$ cat src/design/bcsg_pkg.sv
`timescale 1ns / 1ps
`default_nettype none
// ============================================================================
// bcsg_pkg
// Shared types and constants for the cubic Bezier segment generator.
// ============================================================================
package bcsg_pkg;

    localparam int unsigned STEPS_DEF = 100;
    localparam int unsigned DATA_W    = 16;
    localparam int unsigned FRAC_W    = 16;
    localparam int unsigned WORK_W    = DATA_W + FRAC_W;
    localparam int unsigned T_W       = FRAC_W + 1;
    localparam int unsigned STEP_W    = 7;
    localparam int unsigned CMP_W     = 11;
    localparam int unsigned IDX_W     = 3;

    typedef enum logic [IDX_W-1:0] {
        REG_P0_X = 3'd0,
        REG_P0_Y = 3'd1,
        REG_P1_X = 3'd2,
        REG_P1_Y = 3'd3,
        REG_P2_X = 3'd4,
        REG_P2_Y = 3'd5,
        REG_P3_X = 3'd6,
        REG_P3_Y = 3'd7
    } t_reg_idx;

    typedef enum logic [2:0] {
        SQ_IDLE,
        SQ_LOAD,
        SQ_ISSUE,
        SQ_WAIT,
        SQ_HOLD
    } t_seq_state;

    typedef struct packed {
        logic signed [DATA_W-1:0] p0_x;
        logic signed [DATA_W-1:0] p0_y;
        logic signed [DATA_W-1:0] p1_x;
        logic signed [DATA_W-1:0] p1_y;
        logic signed [DATA_W-1:0] p2_x;
        logic signed [DATA_W-1:0] p2_y;
        logic signed [DATA_W-1:0] p3_x;
        logic signed [DATA_W-1:0] p3_y;
    } t_pts;

    typedef struct packed {
        logic                     start;
        logic signed [WORK_W-1:0] a;
        logic signed [WORK_W-1:0] b;
        logic [T_W-1:0]           t;
    } t_lerp_req;

    typedef struct packed {
        logic                     done;
        logic signed [WORK_W-1:0] res;
    } t_lerp_rsp;

    typedef struct packed {
        logic           start;
        logic           first;
        logic [T_W-1:0] t;
    } t_job;

    typedef struct packed {
        logic                     idle;
        logic                     done;
        logic signed [DATA_W-1:0] from_x;
        logic signed [DATA_W-1:0] from_y;
        logic signed [DATA_W-1:0] to_x;
        logic signed [DATA_W-1:0] to_y;
    } t_seg;

endpackage
`default_nettype wire

$ cat src/design/bcsg_lerp.sv
`timescale 1ns / 1ps
`default_nettype none
// ============================================================================
// bcsg_lerp
// Shared interpolation unit: a + round((b - a) * t / 2^16), three stages
// (subtract, multiply, round and add).
// ============================================================================
module bcsg_lerp (
    input  wire logic                i_clk,
    input  wire logic                i_rst_n,
    input  wire bcsg_pkg::t_lerp_req i_req,
    output bcsg_pkg::t_lerp_rsp      o_rsp
);
    import bcsg_pkg::*;

    localparam int unsigned DIFF_W = WORK_W + 1;
    localparam int unsigned MUL_W  = DIFF_W + T_W + 1;
    localparam int unsigned PROD_W = WORK_W + T_W + 1;

    logic                     r_v1, r_v2, r_v3;
    logic signed [WORK_W-1:0] r_a1, r_a2, r_res;
    logic signed [DIFF_W-1:0] r_diff;
    logic [T_W-1:0]           r_t;
    logic [PROD_W-1:0]        r_prod;

    logic signed [MUL_W-1:0]  w_mul;
    logic [PROD_W-1:0]        w_rnd;
    logic [PROD_W-1:0]        w_half;

    assign w_mul  = r_diff * $signed({1'b0, r_t});
    assign w_half = PROD_W'(1) << (FRAC_W - 1);
    assign w_rnd  = r_prod + w_half;

    always_ff @(posedge i_clk) begin
        if (!i_rst_n) begin
            r_v1 <= 1'b0;
            r_v2 <= 1'b0;
            r_v3 <= 1'b0;
        end else begin
            r_v1 <= i_req.start;
            r_v2 <= r_v1;
            r_v3 <= r_v2;
        end
    end

    always_ff @(posedge i_clk) begin
        r_a1   <= i_req.a;
        r_diff <= DIFF_W'(i_req.b) - DIFF_W'(i_req.a);
        r_t    <= i_req.t;
        r_a2   <= r_a1;
        r_prod <= w_mul[PROD_W-1:0];
        r_res  <= r_a2 + w_rnd[FRAC_W +: WORK_W];
    end

    assign o_rsp.done = r_v3;
    assign o_rsp.res  = r_res;

endmodule
`default_nettype wire

$ cat src/design/bcsg_seq.sv
`timescale 1ns / 1ps
`default_nettype none
// ============================================================================
// bcsg_seq
// Sequencer: runs six interpolations per coordinate through the shared unit,
// x first then y, and holds the previous curve point.
// ============================================================================
module bcsg_seq (
    input  wire logic                i_clk,
    input  wire logic                i_rst_n,
    input  wire bcsg_pkg::t_pts      i_pts,
    input  wire bcsg_pkg::t_job      i_job,
    input  wire logic                i_take,
    input  wire bcsg_pkg::t_lerp_rsp i_rsp,
    output bcsg_pkg::t_lerp_req      o_req,
    output bcsg_pkg::t_seg           o_seg
);
    import bcsg_pkg::*;

    localparam logic [2:0] LAST_OP = 3'd5;

    t_seq_state               r_state, n_state;
    logic [2:0]               r_op, n_op;
    logic                     r_coord, n_coord;
    logic [T_W-1:0]           r_t, n_t;
    logic signed [WORK_W-1:0] r_s0, r_s1, r_s2, r_s3;
    logic signed [WORK_W-1:0] n_s0, n_s1, n_s2, n_s3;
    logic signed [DATA_W-1:0] r_from_x, r_from_y, r_to_x, r_to_y;
    logic signed [DATA_W-1:0] n_from_x, n_from_y, n_to_x, n_to_y;
    logic signed [DATA_W-1:0] r_prev_x, r_prev_y, n_prev_x, n_prev_y;

    logic [1:0]               w_j;
    logic signed [WORK_W-1:0] w_a, w_b;
    logic signed [WORK_W-1:0] w_q0, w_q1, w_q2, w_q3;
    logic [WORK_W-1:0]        w_rnd;

    // slot written by each step: level one 0,1,2; level two 0,1; level three 0
    function automatic logic [1:0] op_slot(input logic [2:0] op);
        logic [1:0] s;
        case (op)
            3'd0:    s = 2'd0;
            3'd1:    s = 2'd1;
            3'd2:    s = 2'd2;
            3'd3:    s = 2'd0;
            3'd4:    s = 2'd1;
            default: s = 2'd0;
        endcase
        return s;
    endfunction

    assign w_j = op_slot(r_op);

    always_comb begin
        case (w_j)
            2'd0:    begin w_a = r_s0; w_b = r_s1; end
            2'd1:    begin w_a = r_s1; w_b = r_s2; end
            default: begin w_a = r_s2; w_b = r_s3; end
        endcase
    end

    assign w_q0  = r_coord ? {i_pts.p0_y, {FRAC_W{1'b0}}} : {i_pts.p0_x, {FRAC_W{1'b0}}};
    assign w_q1  = r_coord ? {i_pts.p1_y, {FRAC_W{1'b0}}} : {i_pts.p1_x, {FRAC_W{1'b0}}};
    assign w_q2  = r_coord ? {i_pts.p2_y, {FRAC_W{1'b0}}} : {i_pts.p2_x, {FRAC_W{1'b0}}};
    assign w_q3  = r_coord ? {i_pts.p3_y, {FRAC_W{1'b0}}} : {i_pts.p3_x, {FRAC_W{1'b0}}};
    assign w_rnd = i_rsp.res + (WORK_W'(1) << (FRAC_W - 1));

    always_ff @(posedge i_clk) begin
        if (!i_rst_n) begin
            r_state  <= SQ_IDLE;
            r_op     <= '0;
            r_coord  <= 1'b0;
            r_prev_x <= '0;
            r_prev_y <= '0;
        end else begin
            r_state  <= n_state;
            r_op     <= n_op;
            r_coord  <= n_coord;
            r_prev_x <= n_prev_x;
            r_prev_y <= n_prev_y;
        end
    end

    always_ff @(posedge i_clk) begin
        r_t      <= n_t;
        r_s0     <= n_s0;
        r_s1     <= n_s1;
        r_s2     <= n_s2;
        r_s3     <= n_s3;
        r_from_x <= n_from_x;
        r_from_y <= n_from_y;
        r_to_x   <= n_to_x;
        r_to_y   <= n_to_y;
    end

    always_comb begin
        n_state  = r_state;
        n_op     = r_op;
        n_coord  = r_coord;
        n_t      = r_t;
        n_s0     = r_s0;
        n_s1     = r_s1;
        n_s2     = r_s2;
        n_s3     = r_s3;
        n_from_x = r_from_x;
        n_from_y = r_from_y;
        n_to_x   = r_to_x;
        n_to_y   = r_to_y;
        n_prev_x = r_prev_x;
        n_prev_y = r_prev_y;

        o_req.start = 1'b0;
        o_req.a     = w_a;
        o_req.b     = w_b;
        o_req.t     = r_t;

        case (r_state)
            SQ_IDLE: begin
                if (i_job.start) begin
                    n_t      = i_job.t;
                    n_from_x = i_job.first ? i_pts.p0_x : r_prev_x;
                    n_from_y = i_job.first ? i_pts.p0_y : r_prev_y;
                    n_coord  = 1'b0;
                    n_state  = SQ_LOAD;
                end
            end
            SQ_LOAD: begin
                n_s0    = w_q0;
                n_s1    = w_q1;
                n_s2    = w_q2;
                n_s3    = w_q3;
                n_op    = '0;
                n_state = SQ_ISSUE;
            end
            SQ_ISSUE: begin
                o_req.start = 1'b1;
                n_state     = SQ_WAIT;
            end
            SQ_WAIT: begin
                if (i_rsp.done) begin
                    case (w_j)
                        2'd0:    n_s0 = i_rsp.res;
                        2'd1:    n_s1 = i_rsp.res;
                        default: n_s2 = i_rsp.res;
                    endcase
                    if (r_op == LAST_OP) begin
                        if (!r_coord) begin
                            n_to_x  = w_rnd[FRAC_W +: DATA_W];
                            n_coord = 1'b1;
                            n_state = SQ_LOAD;
                        end else begin
                            n_to_y  = w_rnd[FRAC_W +: DATA_W];
                            n_state = SQ_HOLD;
                        end
                    end else begin
                        n_op    = r_op + 3'd1;
                        n_state = SQ_ISSUE;
                    end
                end
            end
            SQ_HOLD: begin
                if (i_take) begin
                    n_prev_x = r_to_x;
                    n_prev_y = r_to_y;
                    n_state  = SQ_IDLE;
                end
            end
            default: n_state = SQ_IDLE;
        endcase
    end

    assign o_seg.idle   = (r_state == SQ_IDLE);
    assign o_seg.done   = (r_state == SQ_HOLD);
    assign o_seg.from_x = r_from_x;
    assign o_seg.from_y = r_from_y;
    assign o_seg.to_x   = r_to_x;
    assign o_seg.to_y   = r_to_y;

endmodule
`default_nettype wire

$ cat src/design/cubic_bezier_segment_gen_unit.sv
`timescale 1ns / 1ps
`default_nettype none
// Each item takes 12 interpolations through the single shared multiply unit,
// plus control point loads and hand-off; a new item is accepted only once the
// previous one has been handed off to the output register.
// An output register lets the next item start while a result waits.
// Reset (synchronous, active low) clears the control points, previous point
// and all handshake state.
// ============================================================================
// cubic_bezier_segment_gen_unit
// Cubic Bezier segment generator, de Casteljau evaluation in Q16 fixed point.
// ============================================================================
module cubic_bezier_segment_gen_unit #(
    parameter int unsigned STEPS = bcsg_pkg::STEPS_DEF
) (
    input  wire logic                          i_clk,
    input  wire logic                          i_rst_n,
    input  wire logic                          i_cfg_we,
    input  wire logic [bcsg_pkg::IDX_W-1:0]    i_cfg_idx,
    input  wire logic [bcsg_pkg::DATA_W-1:0]   i_cfg_data,
    input  wire logic                          s_axis_tvalid,
    output logic                               s_axis_tready,
    input  wire logic [7:0]                    s_axis_tdata,  // [6:0] step_index
    output logic                               m_axis_tvalid,
    input  wire logic                          m_axis_tready,
    // [15:0] from_x, [31:16] from_y, [47:32] to_x, [63:48] to_y
    output logic [63:0]                        m_axis_tdata,
    output logic                               m_axis_tlast   // last_segment
);
    import bcsg_pkg::*;

    localparam int unsigned TAB_N = 2 ** STEP_W;

    t_pts                  r_pts, n_pts;
    logic                  r_last_pend;
    logic                  r_out_valid;
    logic                  r_out_last;
    logic [63:0]           r_out_data;

    logic [T_W-1:0]        w_t_tab [TAB_N];
    logic [STEP_W-1:0]     w_v;
    logic [CMP_W-1:0]      w_v_ext, w_v_eff_ext;
    logic [STEP_W-1:0]     w_v_eff;
    logic                  w_accept;
    logic                  w_take;
    t_job                  w_job;
    t_seg                  w_seg;
    t_lerp_req             w_req;
    t_lerp_rsp             w_rsp;

    // t = round(v / STEPS) in Q1.16
    for (genvar g = 0; g < TAB_N; g++) begin : g_ttab
        assign w_t_tab[g] = T_W'((g * (2 ** FRAC_W) + STEPS / 2) / STEPS);
    end

    assign w_v         = s_axis_tdata[STEP_W-1:0];
    assign w_v_ext     = CMP_W'(w_v);
    assign w_v_eff_ext = (w_v_ext > CMP_W'(STEPS)) ? CMP_W'(STEPS) : w_v_ext;
    assign w_v_eff     = w_v_eff_ext[STEP_W-1:0];

    assign s_axis_tready = w_seg.idle;
    assign w_accept      = s_axis_tvalid && s_axis_tready;
    assign w_take        = w_seg.done && (!r_out_valid || m_axis_tready);

    assign w_job.start = w_accept;
    assign w_job.first = (w_v_eff_ext == CMP_W'(1));
    assign w_job.t     = w_t_tab[w_v_eff];

    always_comb begin
        n_pts = r_pts;
        if (i_cfg_we) begin
            case (t_reg_idx'(i_cfg_idx))
                REG_P0_X: n_pts.p0_x = i_cfg_data;
                REG_P0_Y: n_pts.p0_y = i_cfg_data;
                REG_P1_X: n_pts.p1_x = i_cfg_data;
                REG_P1_Y: n_pts.p1_y = i_cfg_data;
                REG_P2_X: n_pts.p2_x = i_cfg_data;
                REG_P2_Y: n_pts.p2_y = i_cfg_data;
                REG_P3_X: n_pts.p3_x = i_cfg_data;
                REG_P3_Y: n_pts.p3_y = i_cfg_data;
                default:  n_pts = r_pts;
            endcase
        end
    end

    always_ff @(posedge i_clk) begin
        if (!i_rst_n) begin
            r_pts       <= '0;
            r_out_valid <= 1'b0;
            r_last_pend <= 1'b0;
        end else begin
            r_pts <= n_pts;
            if (w_accept) begin
                r_last_pend <= (w_v_eff_ext == CMP_W'(STEPS));
            end
            if (w_take) begin
                r_out_valid <= 1'b1;
            end else if (m_axis_tready) begin
                r_out_valid <= 1'b0;
            end
        end
    end

    always_ff @(posedge i_clk) begin
        if (w_take) begin
            r_out_data <= {w_seg.to_y, w_seg.to_x, w_seg.from_y, w_seg.from_x};
            r_out_last <= r_last_pend;
        end
    end

    bcsg_lerp u_lerp (
        .i_clk   (i_clk),
        .i_rst_n (i_rst_n),
        .i_req   (w_req),
        .o_rsp   (w_rsp)
    );

    bcsg_seq u_seq (
        .i_clk   (i_clk),
        .i_rst_n (i_rst_n),
        .i_pts   (r_pts),
        .i_job   (w_job),
        .i_take  (w_take),
        .i_rsp   (w_rsp),
        .o_req   (w_req),
        .o_seg   (w_seg)
    );

    assign m_axis_tvalid = r_out_valid;
    assign m_axis_tdata  = r_out_data;
    assign m_axis_tlast  = r_out_last;

endmodule
`default_nettype wire

$ cat config.mk
export PLATFORM = sky130hd
export DESIGN_NAME = cubic_bezier_segment_gen_unit
export DESIGN_NICKNAME = d
export VERILOG_FILES = /design/src/design/bcsg_pkg.sv /design/src/design/bcsg_lerp.sv /design/src/design/bcsg_seq.sv /design/src/design/cubic_bezier_segment_gen_unit.sv
export SDC_FILE = /design/constraint.sdc
export NUM_CORES = 2
export LEC_CHECK = 0
export BUFFER_PORTS_ARGS = -buffer_cell sky130_fd_sc_hd__clkbuf_2
export CORE_UTILIZATION = 50
export DETAILED_ROUTE_END_ITERATION = 7
export PLACE_DENSITY_LB_ADDON = 0.12
export REMOVE_ABC_BUFFERS = 1
export SYNTH_ARGS = -nofsm -noshare
export SYNTH_HDL_FRONTEND = slang
export SYNTH_SLANG_ARGS = --single-unit
$ cat constraint.sdc
create_clock -name i_clk -period 10.02 [get_ports i_clk]
set_input_delay 0.501 -clock i_clk [delete_from_list [all_inputs] [get_ports i_clk]]
set_output_delay 0.501 -clock i_clk [all_outputs]
set_load 0.01 [all_outputs]
==> run_results.csv <==
group,metric,value,unit
sta,clock.fmax,135.2,MHz
logic_synthesis,ys.warnings.count,0,
critical_path,cp_max_fo,14,
global_route,grt_pass1_wl,177.8,mm
floorplan,rows,109,
clocking,clockRootBuffer,"clkbuf_16",
clocking,cts_tree,"done",
critical_path,crit_path_start,"u_lerp.r_t[11]",
clocking,cts.clk_slew.worst_paths,60,ps
global_route,gr-total-overflow,0,
clocking,holdBufCountCts,0,
clocking,postCtsResizedCells,0,
floorplan,die_w,302.3,µm
critical_path,path_depth,23,
route,drtPass1Iterations,8,
logic_synthesis,yosysUniqueCellTypes,72,
run_status,violations,"DRC",
route,viasPerCell,5.480,
finish,multi_input_area,0.02687,mm²
worst_hold_path,whs_path_depth,4,
critical_path,criticalPathCategory,"reg -> reg",
placement,port_buffers,97,
sta,rsz0062_at_grt,"false",
critical_path,start_kind,"flop",
critical_path,slowest_stage,"dfxtp_1",
sta,period_minus_slack,7396,ps
floorplan,coreArea,0.08878,mm²
sta,drv_slew,0,
finish,ff_latch_area,0.01478,mm²
logic_synthesis,synthesis.area,0.04509,mm²
critical_path,path_delay_family,"adder cells",
finish,final_net_count,5366,
finish,final_util,0.5475,
sta,worst_pin_slew,1122,ps
sta,fin_skew,36.95,ps
critical_path,crit_arrival,7900,ps
logic_synthesis,synth_area_leaders,"fa_1 (23%), edfxtp_1 (17%), dfxtp_1 (16%)",
critical_path,max_stage_delay,730,ps
global_route,antenna_found_initial,2,
route,drc,2,
critical_path,path_buf_inv,6,
clocking,clock-sinks,609,
logic_synthesis,syn_avg_cell_area,9.658,µm²
critical_path,path_cells,"buf_4 > nand2_1 > fa_1 > inv_1 > fa_1 > inv_1 > fa_1 > inv_1 > fa_1 > fa_1 > inv_1 > fa_1 > inv_1 > ha_1 > a21oi_1 > o21ai_0 > a2111oi_2 > o31ai_1 > a311oi_4 > o21ai_0 > o31ai_1 > o21bai_1 > xor2_1",
critical_path,reg2reg_from,"u_lerp.r_t[11]",
route,first_iter_violations,2259,
floorplan,dieArea,0.09138,mm²
logic_synthesis,synth_seq_cells,609,
flow_run,drv_cap,0,
worst_hold_path,hold_class,"in -> reg",
sta,report.final.hold_viol_count,0,
finish,mostFrequentLayoutCells,"nand2_1 (699), inv_1 (679), fa_1 (516)",
clocking,post_cts_buffers,0,
global_route,grt_pass1_vias,32660,
logic_synthesis,ys_seq_area_frac,0.3277,
logic_synthesis,synth_ff_type,"dfxtp_1",
logic_synthesis,synth_edf_count,258,
finish,layout-drive-gt1-share,0.07079,
run_status,status,"complete, but fails checks",
sta,finalSetupViolations,0,
global_route,grt_max_degree,109,
critical_path,r2r_cells,23,
worst_hold_path,min_from,"s_axis_tvalid",
global_route,grt_use_total,0.2472,
clocking,ctsHtreeMaxLevel,2,
route,postRouteAntennaNets,0,
critical_path,cp.required,10520,ps
finish,layout_commonest_cell,"nand2_1",
logic_synthesis,yosysTopAreaCellShare,0.2291,
finish,diodes,0,
logic_synthesis,postSynthCellCount,4668,
critical_path,crit_top_cell,"fa_1",
clocking,numCtsBuffers,59,
sta,fin_crit_sh,0.7381,
logic_synthesis,synth_area_leader_cell,"fa_1",
floorplan,start_util,0.5078,
sta,hold_ws,211.3,ps
floorplan,die_h,302.3,µm
route,wl_per_cell,18.87,µm
finish,area_delta_synth_final,7.807,%
sta,relSlewSlack,0.2513,
route,vias,32010,
floorplan,io_pins,99,
critical_path,cp-end-kind,"flop",
placement,place.gp.congestion,0.8983,
finish,filler_cell_count,8027,
route,routed_wl,110.2,mm
clocking,clkLatencyLatePin,640,ps
placement,dp_hpwl,79.86,mm
sta,finalSetupTns,0,ps
logic_synthesis,async_flop_share,0,
clocking,clock_path_buffers,3,
[path summary, 6_finish.rpt]
path                                           to  slack (ps)
worst max-delay path            u_lerp.r_prod[40]        2620
worst min-delay path                u_seq.r_coord         210
worst max register to register  u_lerp.r_prod[40]        2620
worst min register to register    u_lerp.r_a2[28]         330
[worst min-delay path: stages]
cell,delay (ps)
clkbuf_2,100
nand2_1,90
nand2_1,80
nor2_1,30
[synth_stat cells, types with 32 or more instances]
master    count
nor3_1       37
dfxtp_1     351
a21boi_0    166
a222oi_1     32
a21o_1       36
and2_1      343
o21ai_0     100
xor2_1       37
fa_1        516
ha_1        191
a21oi_1     187
mux2i_1      52
mux2_2       48
nor2_1      185
inv_1       681
xnor2_1     106
nand2_1     699
clkbuf_1    211
edfxtp_1    258
nand3_1      56
[registers in the layout, summed over array words and instances (netlist names), 17 cells and up]
| register | count |
|---|---|
| u_lerp.r_a2 | 32 |
| m_axis_tdata | 64 |
| u_lerp.r_prod | 33 |
| r_pts | 128 |
| u_lerp.r_a1 | 32 |
| u_lerp.r_diff | 33 |
| u_seq.r_s1 | 32 |
| u_lerp.r_t | 17 |
| u_lerp.r_res | 32 |
| u_seq.r_t | 17 |
| u_seq.r_s0 | 32 |
| u_seq.r_s2 | 32 |
[through the flow]
step	setup WS [ps]	cell area [µm²]	std cells
floorplan	3588	44150	4422
global placement	2746	46510	5731
detailed placement	2689	46510	5731
CTS	2662	48610	5841
global route	2258	48610	5841
finish	2624	48610	5841
[cells by family after synthesis]
family / synth area share
simple gates: 0.1477
xor+xnor: 0.02778
fa+ha+maj: 0.2821
compound gates: 0.1131
flops: 0.3277
buf+inv: 0.07754
mux: 0.02403
[per-layer routing]
metal | vias to the layer above | wire length, µm | GRT usage
met5 | - | 7 | 0
met3 | 142 | 5597 | 0.02341
met1 | 16060 | 48710 | 0.3404
met4 | 2 | 2123 | 0.05748
met2 | 835 | 53790 | 0.4213
li1 | 14970 | - | -
[final cells by class]
cell class	count	share of cell area
Inverter	681	0.05264
Multi-Input combinational cell	3132	0.5528
Clock buffer	75	0.03328
Sequential cell	609	0.3042
Clock inverter	35	0.009808
Tap cell	1165	0.02999
Timing Repair Buffer	144	0.01730
Power is left out: the tool's default activity adds up to more than one toggle a clock period on the data nets, which glitch-free logic cannot reach.
